<file path="src/hw/rtl/rth_pkg.sv">
package rth_pkg;

  localparam int unsigned FracBits = 16;
  localparam int unsigned ChanW    = FracBits + 1;
  localparam int unsigned HueW     = FracBits;
  localparam int unsigned SumW     = ChanW + 1;
  localparam int unsigned NumW     = ChanW + 3;
  localparam int unsigned QuotW    = FracBits + 1;
  localparam logic [ChanW-1:0] One = ChanW'(1) << FracBits;

  localparam logic [1:0] MaxRed   = 2'd0;
  localparam logic [1:0] MaxGreen = 2'd1;
  localparam logic [1:0] MaxBlue  = 2'd2;

  typedef struct packed {
    logic [ChanW-1:0] red;
    logic [ChanW-1:0] green;
    logic [ChanW-1:0] blue;
  } rgb_t;

  typedef struct packed {
    logic [HueW-1:0]  hue;
    logic [ChanW-1:0] saturation;
    logic [ChanW-1:0] lightness;
  } hsl_t;

  // one restoring division stage
  typedef struct packed {
    logic [NumW-1:0]  rem;
    logic [NumW-1:0]  den;
    logic [QuotW-1:0] quo;
  } div_t;

  // shared stage of both dividers
  function automatic div_t div_step(div_t s);
    div_t o;
    logic [NumW:0] r2;
    o = s;
    r2 = {s.rem, 1'b0};
    if (r2 >= {1'b0, s.den}) begin
      o.rem = NumW'(r2 - {1'b0, s.den});
      o.quo = {s.quo[QuotW-2:0], 1'b1};
    end else begin
      o.rem = NumW'(r2);
      o.quo = {s.quo[QuotW-2:0], 1'b0};
    end
    return o;
  endfunction

endpackage

</file>
<file path="src/hw/rtl/rth_if.sv">
interface rth_rgb_if;
  import rth_pkg::*;
  logic valid;
  logic ready;
  rgb_t data;
  modport source (output valid, output data, input ready);
  modport sink   (input valid, input data, output ready);
endinterface

interface rth_hsl_if;
  import rth_pkg::*;
  logic valid;
  logic ready;
  hsl_t data;
  modport source (output valid, output data, input ready);
  modport sink   (input valid, input data, output ready);
endinterface

</file>
<file path="src/hw/rtl/rgb_to_hsl_top.sv">
// rgb to hsl converter: takes one pixel per clock while not stalled and returns
// hue, saturation and lightness through one front stage, sixteen divider stages
// that each produce one quotient bit of both quotients, and one output register.
// The whole pipeline advances when the output register is empty or taken, so
// back pressure stalls it without losing or repeating a transfer.
module rgb_to_hsl_top import rth_pkg::*; (
  input logic   clk_i,
  input logic   rst_ni,
  rth_rgb_if.sink   pix_i,
  rth_hsl_if.source hsl_o
);

  logic             en, f_valid, d_valid, grey;
  div_t             sat_s, hue_s;
  logic [ChanW-1:0] lit;
  hsl_t             res;
  logic             out_valid_q;
  hsl_t             out_q;

  assign en        = !out_valid_q || hsl_o.ready;
  assign pix_i.ready = en;

  rth_front u_front (
    .clk_i, .rst_ni, .en_i(en), .valid_i(pix_i.valid), .pix_i(pix_i.data),
    .valid_o(f_valid), .sat_o(sat_s), .hue_o(hue_s), .grey_o(grey), .lit_o(lit)
  );

  rth_div_pipe u_div (
    .clk_i, .rst_ni, .en_i(en), .valid_i(f_valid), .sat_i(sat_s), .hue_i(hue_s),
    .grey_i(grey), .lit_i(lit), .valid_o(d_valid), .res_o(res)
  );

  // output register
  always_ff @(posedge clk_i or negedge rst_ni) begin
    if (!rst_ni) begin
      out_valid_q <= 1'b0;
    end else if (en) begin
      out_valid_q <= d_valid;
    end
  end
  always_ff @(posedge clk_i) begin
    if (en) begin
      out_q <= res;
    end
  end

  assign hsl_o.valid = out_valid_q;
  assign hsl_o.data  = out_q;

  // stalled result holds
  assert property (@(posedge clk_i) disable iff (!rst_ni)
    hsl_o.valid && !hsl_o.ready |=> hsl_o.valid && $stable(hsl_o.data))
    else $error("stalled result changed");
  // input ready follows output side
  assert property (@(posedge clk_i) disable iff (!rst_ni)
    pix_i.ready == (!hsl_o.valid || hsl_o.ready))
    else $error("ready mismatch");
  // a result with zero saturation has zero hue
  assert property (@(posedge clk_i) disable iff (!rst_ni)
    hsl_o.valid && hsl_o.data.saturation == '0 |-> hsl_o.data.hue == '0)
    else $error("hue without saturation");

endmodule

</file>
<file path="src/hw/rtl/rth_front.sv">
// clamp, max/min, numerators and denominators, one register stage
module rth_front import rth_pkg::*; (
  input  logic             clk_i,
  input  logic             rst_ni,
  input  logic             en_i,
  input  logic             valid_i,
  input  rgb_t             pix_i,
  output logic             valid_o,
  output div_t             sat_o,
  output div_t             hue_o,
  output logic             grey_o,
  output logic [ChanW-1:0] lit_o
);

  logic [ChanW-1:0] r, g, b, mx, mn, dl;
  logic [SumW-1:0]  sum, den;
  logic [NumW-1:0]  n, d6;
  logic             sat_full;
  logic             valid_q, grey_q;
  div_t             sat_q, hue_q;
  logic [ChanW-1:0] lit_q;

  always_comb begin
    r = (pix_i.red   > One) ? One : pix_i.red;
    g = (pix_i.green > One) ? One : pix_i.green;
    b = (pix_i.blue  > One) ? One : pix_i.blue;
    mx = r;
    if (g > mx) mx = g;
    if (b > mx) mx = b;
    mn = r;
    if (g < mn) mn = g;
    if (b < mn) mn = b;
    dl  = mx - mn;
    sum = SumW'(mx) + SumW'(mn);
    den = (sum < SumW'(One)) ? sum : (SumW'({One, 1'b0}) - sum);
    // delta equals den when one channel is zero or at full scale
    sat_full = (NumW'(dl) >= NumW'(den));
    d6  = NumW'(dl) * NumW'(6);
    // hue numerator, wrapped into [0, 6*delta)
    if (r >= mx)      n = NumW'(g) - NumW'(b);
    else if (g >= mx) n = (NumW'(dl) << 1) + NumW'(b) - NumW'(r);
    else              n = (NumW'(dl) << 2) + NumW'(r) - NumW'(g);
    if (n[NumW-1]) n = n + d6;
  end

  always_ff @(posedge clk_i or negedge rst_ni) begin
    if (!rst_ni) begin
      valid_q <= 1'b0;
    end else if (en_i) begin
      valid_q <= valid_i;
    end
  end

  // saturation integer bit is resolved here since delta <= den,
  // the hue quotient has none since n < 6*delta
  always_ff @(posedge clk_i) begin
    if (en_i) begin
      sat_q.rem <= sat_full ? '0 : NumW'(dl);
      sat_q.den <= NumW'(den);
      sat_q.quo <= sat_full ? QuotW'(1) : '0;
      hue_q.rem <= n;
      hue_q.den <= d6;
      hue_q.quo <= '0;
      grey_q    <= (dl == '0);
      lit_q     <= ChanW'(sum >> 1);
    end
  end

  assign valid_o = valid_q;
  assign sat_o   = sat_q;
  assign hue_o   = hue_q;
  assign grey_o  = grey_q;
  assign lit_o   = lit_q;

endmodule

</file>
<file path="src/hw/rtl/rth_div_pipe.sv">
// restoring dividers for saturation and hue, one quotient bit per stage
module rth_div_pipe import rth_pkg::*; (
  input  logic             clk_i,
  input  logic             rst_ni,
  input  logic             en_i,
  input  logic             valid_i,
  input  div_t             sat_i,
  input  div_t             hue_i,
  input  logic             grey_i,
  input  logic [ChanW-1:0] lit_i,
  output logic             valid_o,
  output hsl_t             res_o
);

  localparam int unsigned Stages = FracBits;

  logic [Stages-1:0] valid_q;
  div_t              sat_q [Stages];
  div_t              hue_q [Stages];
  logic [Stages-1:0] grey_q;
  logic [ChanW-1:0]  lit_q [Stages];

  always_ff @(posedge clk_i or negedge rst_ni) begin
    if (!rst_ni) begin
      valid_q <= '0;
    end else if (en_i) begin
      valid_q <= {valid_q[Stages-2:0], valid_i};
    end
  end

  always_ff @(posedge clk_i) begin
    if (en_i) begin
      sat_q[0]  <= div_step(sat_i);
      hue_q[0]  <= div_step(hue_i);
      grey_q[0] <= grey_i;
      lit_q[0]  <= lit_i;
      for (int i = 1; i < Stages; i++) begin
        sat_q[i]  <= div_step(sat_q[i-1]);
        hue_q[i]  <= div_step(hue_q[i-1]);
        grey_q[i] <= grey_q[i-1];
        lit_q[i]  <= lit_q[i-1];
      end
    end
  end

  // hue quotient is below 65536 since n < 6*delta
  always_comb begin
    res_o.lightness  = lit_q[Stages-1];
    res_o.saturation = grey_q[Stages-1] ? '0 : ChanW'(sat_q[Stages-1].quo);
    res_o.hue        = grey_q[Stages-1] ? '0 : HueW'(hue_q[Stages-1].quo);
  end
  assign valid_o = valid_q[Stages-1];

endmodule
</file>
<file path="src/flat_wrapper.sv">
// flat-port wrapper written by rule: the top's interface ports become plain ports
module rgb_to_hsl_top_flat import rth_pkg::*;
  (clk_i, rst_ni, pix_i_valid, pix_i_data, pix_i_ready, hsl_o_valid, hsl_o_data, hsl_o_ready);
  rth_rgb_if pix_i_i ();
  rth_hsl_if hsl_o_i ();
  input logic clk_i;
  input logic rst_ni;
  input wire logic [$bits(pix_i_i.valid)-1:0] pix_i_valid;
  input wire logic [$bits(pix_i_i.data)-1:0] pix_i_data;
  output wire logic [$bits(pix_i_i.ready)-1:0] pix_i_ready;
  output wire logic [$bits(hsl_o_i.valid)-1:0] hsl_o_valid;
  output wire logic [$bits(hsl_o_i.data)-1:0] hsl_o_data;
  input wire logic [$bits(hsl_o_i.ready)-1:0] hsl_o_ready;
  assign pix_i_i.valid = pix_i_valid;
  assign pix_i_i.data = pix_i_data;
  assign pix_i_ready = pix_i_i.ready;
  assign hsl_o_valid = hsl_o_i.valid;
  assign hsl_o_data = hsl_o_i.data;
  assign hsl_o_i.ready = hsl_o_ready;
  rgb_to_hsl_top u_core (.clk_i(clk_i), .rst_ni(rst_ni), .pix_i(pix_i_i), .hsl_o(hsl_o_i));
endmodule
</file>
<file path="config.mk">
export PLATFORM = sky130hd
export DESIGN_NAME = rgb_to_hsl_top_flat
export DESIGN_NICKNAME = d
export VERILOG_FILES = /design/src/hw/rtl/rth_pkg.sv /design/src/hw/rtl/rth_if.sv /design/src/hw/rtl/rgb_to_hsl_top.sv /design/src/hw/rtl/rth_front.sv /design/src/hw/rtl/rth_div_pipe.sv /design/src/flat_wrapper.sv
export SDC_FILE = /design/constraint.sdc
export NUM_CORES = 2
export LEC_CHECK = 0
export BUFFER_PORTS_ARGS = -buffer_cell sky130_fd_sc_hd__buf_2
export CORE_UTILIZATION = 55
export CTS_CLUSTER_SIZE = 24
export DETAILED_ROUTE_END_ITERATION = 12
export PLACE_DENSITY = 0.73
export SLEW_MARGIN = 20
export SYNTH_ARGS = -nofsm -noshare
export SYNTH_HDL_FRONTEND = slang
export SYNTH_SLANG_ARGS = --single-unit
</file>
<file path="constraint.sdc">
create_clock -name clk_i -period 136.8 [get_ports clk_i]
set_clock_uncertainty 0.1 [all_clocks]
set_input_delay 20.52 -clock clk_i [delete_from_list [all_inputs] [get_ports clk_i]]
set_output_delay 20.52 -clock clk_i [all_outputs]
set_load 0.005 [all_outputs]
</file>
Word level (Yosys, flattened, before mapping) --
Memories as Yosys holds them, arrays and structs flattened. A register that Yosys moved wholly into a read port is not among the register bits. Cells that the tools add are included.
Storage, ports and cells: flip-flop bits (word level) 127, bits in writable memories 2096, input port bits 55, output and inout bits 52, logic and storage cells 245, memories kept 3
Memories:
- u_core.u_div.hue_q | words 16, bits a word 57, read ports 16, clocked after memory_dff 1, wr ports 16, RTL line rth_div_pipe.sv:19 | div_t hue_q [Stages];
- u_core.u_div.sat_q | words 16, bits a word 57, read ports 16, clocked after memory_dff 1, wr ports 16, RTL line rth_div_pipe.sv:18 | div_t sat_q [Stages];
- u_core.u_div.lit_q | words 16, bits a word 17, read ports 16, clocked after memory_dff 1, wr ports 16, RTL line rth_div_pipe.sv:21 | logic [ChanW-1:0] lit_q [Stages];
Operators by class: add/sub/neg operators 41, multiply operators 1, order comparisons 43, multiplexer cells 142, reductions and logical operators 3
Operators by type and width (count):
- 20-bit two-way mux | 66
- 17-bit two-way mux | 39
- 21-bit by 20-bit greater-or-equal comparator with 1-bit output | 31
- 20-bit subtractor | 31
- 17-bit > comparator (second input constant) | 3
- 1-bit two-way mux | 35
- 17-bit greater-or-equal comparator | 2
- 17-bit > comparator | 2
- 17-bit < comparator | 2
- 19-bit by 17-bit adder with 20-bit output | 1
- 20-bit adder | 1
- 19-bit by 17-bit subtractor with 20-bit output | 1
- 20-bit by 17-bit subtractor with 20-bit output | 1
- 20-bit by 18-bit subtractor with 20-bit output | 1
- 18-bit by 17-bit adder with 19-bit output | 1
- 17-bit by 2-bit multiplier with 19-bit output (second input constant) | 1
- 19-bit two-way mux | 1
- 17-bit by 17-bit adder with 18-bit output | 1
- 17-bit by 18-bit greater-or-equal comparator with 1-bit output | 1
- 18-bit greater-or-equal comparator | 1
- 18-bit by 17-bit < comparator with 1-bit output (second input constant) | 1
- 18-bit two-way mux | 1
- 17-bit by 17-bit subtractor with 18-bit output | 1
- 18-bit subtractor (first input constant) | 1
- 4 further kinds | 4

Logic depth before layout (Yosys ltp) --
depth in word-level cells 13, mapped depth 58, depth with buffers taken out 54

Hierarchy --
A second synthesis with hierarchy kept.
Second synthesis, totals: cells, all modules 9057, area, all modules 106798.7 µm²
Modules (own cells, without submodules):
- rth_div_pipe | times used 1, cells each 7329, area an instance 90668.2 µm², seq. area each 53731.5 µm²
- rth_front | times used 1, cells each 1675, area an instance 14581.5 µm², seq. area each 2787.7 µm²
- rgb_to_hsl_top | times used 1, cells each 53, area an instance 1549.0 µm², seq. area each 1526.5 µm²

Worst setup path before layout --
OpenSTA, ideal clock, no wires.
path kind in2out, start input port hsl_o_ready, end output port pix_i_ready, arrival time 70.695 ns, required time 116.180 ns, path slack 45.485 ns, stages 3, buffers on the path 2, path through nand2b_1 -> clkbuf_1 -> clkbuf_1
Between the ends: cells in the longest elaborated chain, start to end 1
Ends and longest elaborated chain:
- from (decl) | RTL line flat_wrapper.sv:13 | input wire logic [$bits(hsl_o_i.ready)-1:0] hsl_o_ready;
- 1-bit logical OR | RTL line rgb_to_hsl_top.sv:20 | assign en = !out_valid_q || hsl_o.ready;
- to (decl) | RTL line flat_wrapper.sv:10 | output wire logic [$bits(pix_i_i.ready)-1:0] pix_i_ready;
Every way passes these cells.

Worst setup path in the final report --
Same ends and word-level chain as after synthesis.

==> flow_metrics.py <==
metrics = {
    "synthesis": {
        "synth-edff-count": 1843,
        "synth_ff_type": "edfxtp_1",
        "ys_ff_latch": 1861,
        "synth_top_area_cell": "edfxtp_1",
        "yosys_warnings": 0,
        "synth_top_area_share_pct": 54.4,
        "synthArstFlopShare_pct": 0.967,
        "seq_area_frac_synth_pct": 54.8,
        "ys_top_cells_by_area": "edfxtp_1, ha_1, mux2_2, inv_1, a21oi_1",
        "netlist_area_um2": 102000,
        "ys_types": 107,
        "syn-num-nets": 9478,
        "synthCells": 8533,
        "synth.avg_cell_area_um2": 11.9,
    },
    "clock_tree": {
        "tritoncts": "built",
        "clk_pin_slew_ns": 0.06,
        "hold_buffers": 0,
        "cts.sinks": 1861,
        "clock_path_buffers": 3,
        "cts_setup_buffers": 0,
        "h-tree-depth": 4,
        "cts_resized": 0,
        "clkLatencyLatePin_ns": 0.84,
        "cts-root-buf": "clkbuf_16",
        "numCtsBuffers": 186,
    },
    "die": {
        "dieArea_um2": 187000,
        "coreArea_um2": 183000,
        "initial_utilization_pct": 55.5,
        "ios": 107,
        "dieWidth_um": 432,
        "rows": 157,
        "die_h_um": 432,
    },
    "setup_path": {
        "cp_top_family": "simple AND/OR/NAND/NOR gates",
        "path_cells": "buf_2 > nand2b_4 > buf_2",
        "worstPathRequired_ns": 116.18,
        "crit_path_start_kind": "primary input",
        "cp_slowest_cell": "nand2b_4",
        "cp_common_cell": "buf_2",
        "critPathMaxStageDelay_ns": 0.64,
        "arrival_ns": 21.65,
        "critPathKind": "primary input to output pin",
        "critPathCaptureType": "output pin",
        "crit_buf_inv": 2,
        "path_max_fanout": 44,
    },
    "drt": {
        "wl_per_cell_um": 17.9,
        "drt_wl_total_mm": 204,
        "detail_route.drc_violations": 0,
        "drt_iter0_drc": 4212,
        "dr.pass1.iters": 6,
        "ant_nets": 0,
        "routed_via_density": 5.64,
        "vias": 64100,
    },
    "placement": {
        "gp_congestion": 1.01,
        "port_buffers": 106,
        "dp_hpwl_mm": 152,
    },
    "global_routing": {
        "grt_pass1_wl_mm": 324,
        "grt_pass1_vias": 64500,
        "grt.overflow.total": 0,
        "track_usage_pct": 21.7,
        "grt_start_max_net_pins": 203,
        "antenna_found_initial": 1,
    },
    "timing": {
        "min_period_ns": 42.27,
        "finalHoldViolations": 0,
        "rsz0062_at_grt": "no",
        "finalCritPeriodShare_pct": 30.9,
        "setup-violations-final": 0,
        "tightest_slew_ns": 1.10,
        "final.setup.tns_ns": 0,
        "slew_headroom_pct": 25.9,
        "report.final.slew_viol_count": 0,
        "timing.fmax_mhz": 23.7,
    },
    "cells_and_area": {
        "drive_gt1_share_pct": 9.70,
        "final_common_cell": "edfxtp_1",
        "multiInputGateArea_um2": 42000,
        "final_cell_mix": "edfxtp_1, inv_1, ha_1, a21oi_1, nor2_1",
        "area_growth_pct": 9.52,
        "seq_area_um2": 55800,
        "fillers": 14100,
        "final_nets": 9689,
    },
    "worst_hold_path": {
        "hold_path.class": "flip-flop to flip-flop",
    },
    "outcome": {
        "outcome": "finished, final reports clean",
    },
    "flow_run": {
        "drv_cap": 0,
    },
}
## per-stage QoR
| step | instances | utilization (%) | setup slack, ns | instance area, um2 | hold slack [ns] |
|---|---|---|---|---|---|
| final | 11400 | 60.7 | 94.53 | 111000 | 0.276 |
| after global routing | 11400 | 60.7 | 94.45 | 111000 | 0.288 |
| after CTS | 11400 | 60.7 | 94.48 | 111000 | 0.284 |
| after detailed placement | 11000 | 57.4 | 94.49 | 105000 | 0.305 |
| after global placement | 11000 | 57.4 | 94.50 | 105000 | 0.301 |
| after floorplan | 8533 | - | 45.49 | 102000 | 0.300 |
## final cells by class
type	count	area share, %
Clock inverter	105	1.09
Multi-Input combinational cell	5609	37.7
Timing Repair Buffer	165	0.896
Tap cell	2464	2.77
Inverter	921	3.10
Clock buffer	236	4.39
Sequential cell	1861	50.1
Antenna cell	2	0.00449
## cells in the mapped netlist (19+ instances only)
master	n
a2111oi_0	22
o21a_1	114
ha_1	822
xor2_1	189
mux2_2	313
nand3_1	104
o31a_1	19
edfxtp_1	1843
inv_1	917
a21boi_0	50
o21bai_1	44
nand4_1	85
nand2_1	437
a21oi_1	637
mux2i_1	74
a211oi_1	55
or2_2	41
a211o_1	22
clkbuf_1	99
a21o_1	194
o211ai_1	26
nor2_1	580
nor2b_1	168
nand2b_1	112
nor3_1	145
o31ai_1	47
and3_1	55
a31oi_1	63
buf_2	22
and2_1	44
or4_1	20
or3_1	42
nor4_1	45
fa_1	68
xnor2_1	322
o21ai_0	384
## sequential cells by signal, summed over array words and instances (netlist names)
name and count:
u_core.hsl_o.data 50, u_core.hsl_o.valid 1, u_core.u_div.grey_q 16, u_core.u_div.hue_q 704
u_core.u_div.lit_q 272, u_core.u_div.sat_q 709, u_core.u_div.valid_q 16, u_core.u_front.grey_o 1
u_core.u_front.hue_o 39, u_core.u_front.lit_o 17, u_core.u_front.sat_o 35, u_core.u_front.valid_o 1
## worst paths after layout
check	startpoint	end	slack, ns	depth (start not counted)
worst min register to register	u_core.u_div.sat_q[6][4]	u_core.u_div.sat_q[7][5]	0.28	0
max in group asynchronous	rst_ni	u_core.u_div.valid_q[10]	116.81	1
worst min-delay path	u_core.u_div.sat_q[6][4]	u_core.u_div.sat_q[7][5]	0.28	0
worst max-delay path	hsl_o_ready	pix_i_ready	94.53	3
worst max register to register	u_core.hsl_o.valid	u_core.u_div.hue_q[6][51]	131.33	6
min in group asynchronous	rst_ni	u_core.u_front.valid_o	19.51	1
## worst reg2reg max path: cells and delay by family, from the launching register on
| kind | cells | cell delay [ns] |
|---|---|---|
| DFF | 1 | 0.41 |
| and+or+nand+nor | 1 | 0.61 |
| buffers and inverters | 5 | 3.89 |
## layer usage
metal	track usage (%)	share of wire, %	up-vias	routed length, um
met2	41.2	53	1415	108000
met4	12.0	5.6	0	11300
met3	2.74	3.2	507	6580
met5	0	0	-	0
met1	22.9	38	30600	77700
li1	-	-	31600	-
## kinds of logic after synthesis
kind of cell             share of synthesized area (%)
adder cells (fa/ha/maj)                           11.4
AND/OR/NAND/NOR                                   9.22
XOR/XNOR                                          4.44
multiplexers                                      4.30
buffers and inverters                             4.03
flip-flops                                        54.8
AO/OA/AOI/OAI                                     11.7
Power is left out: the tool's default activity adds up to more than one toggle a clock period on the data nets, which glitch-free logic cannot reach.
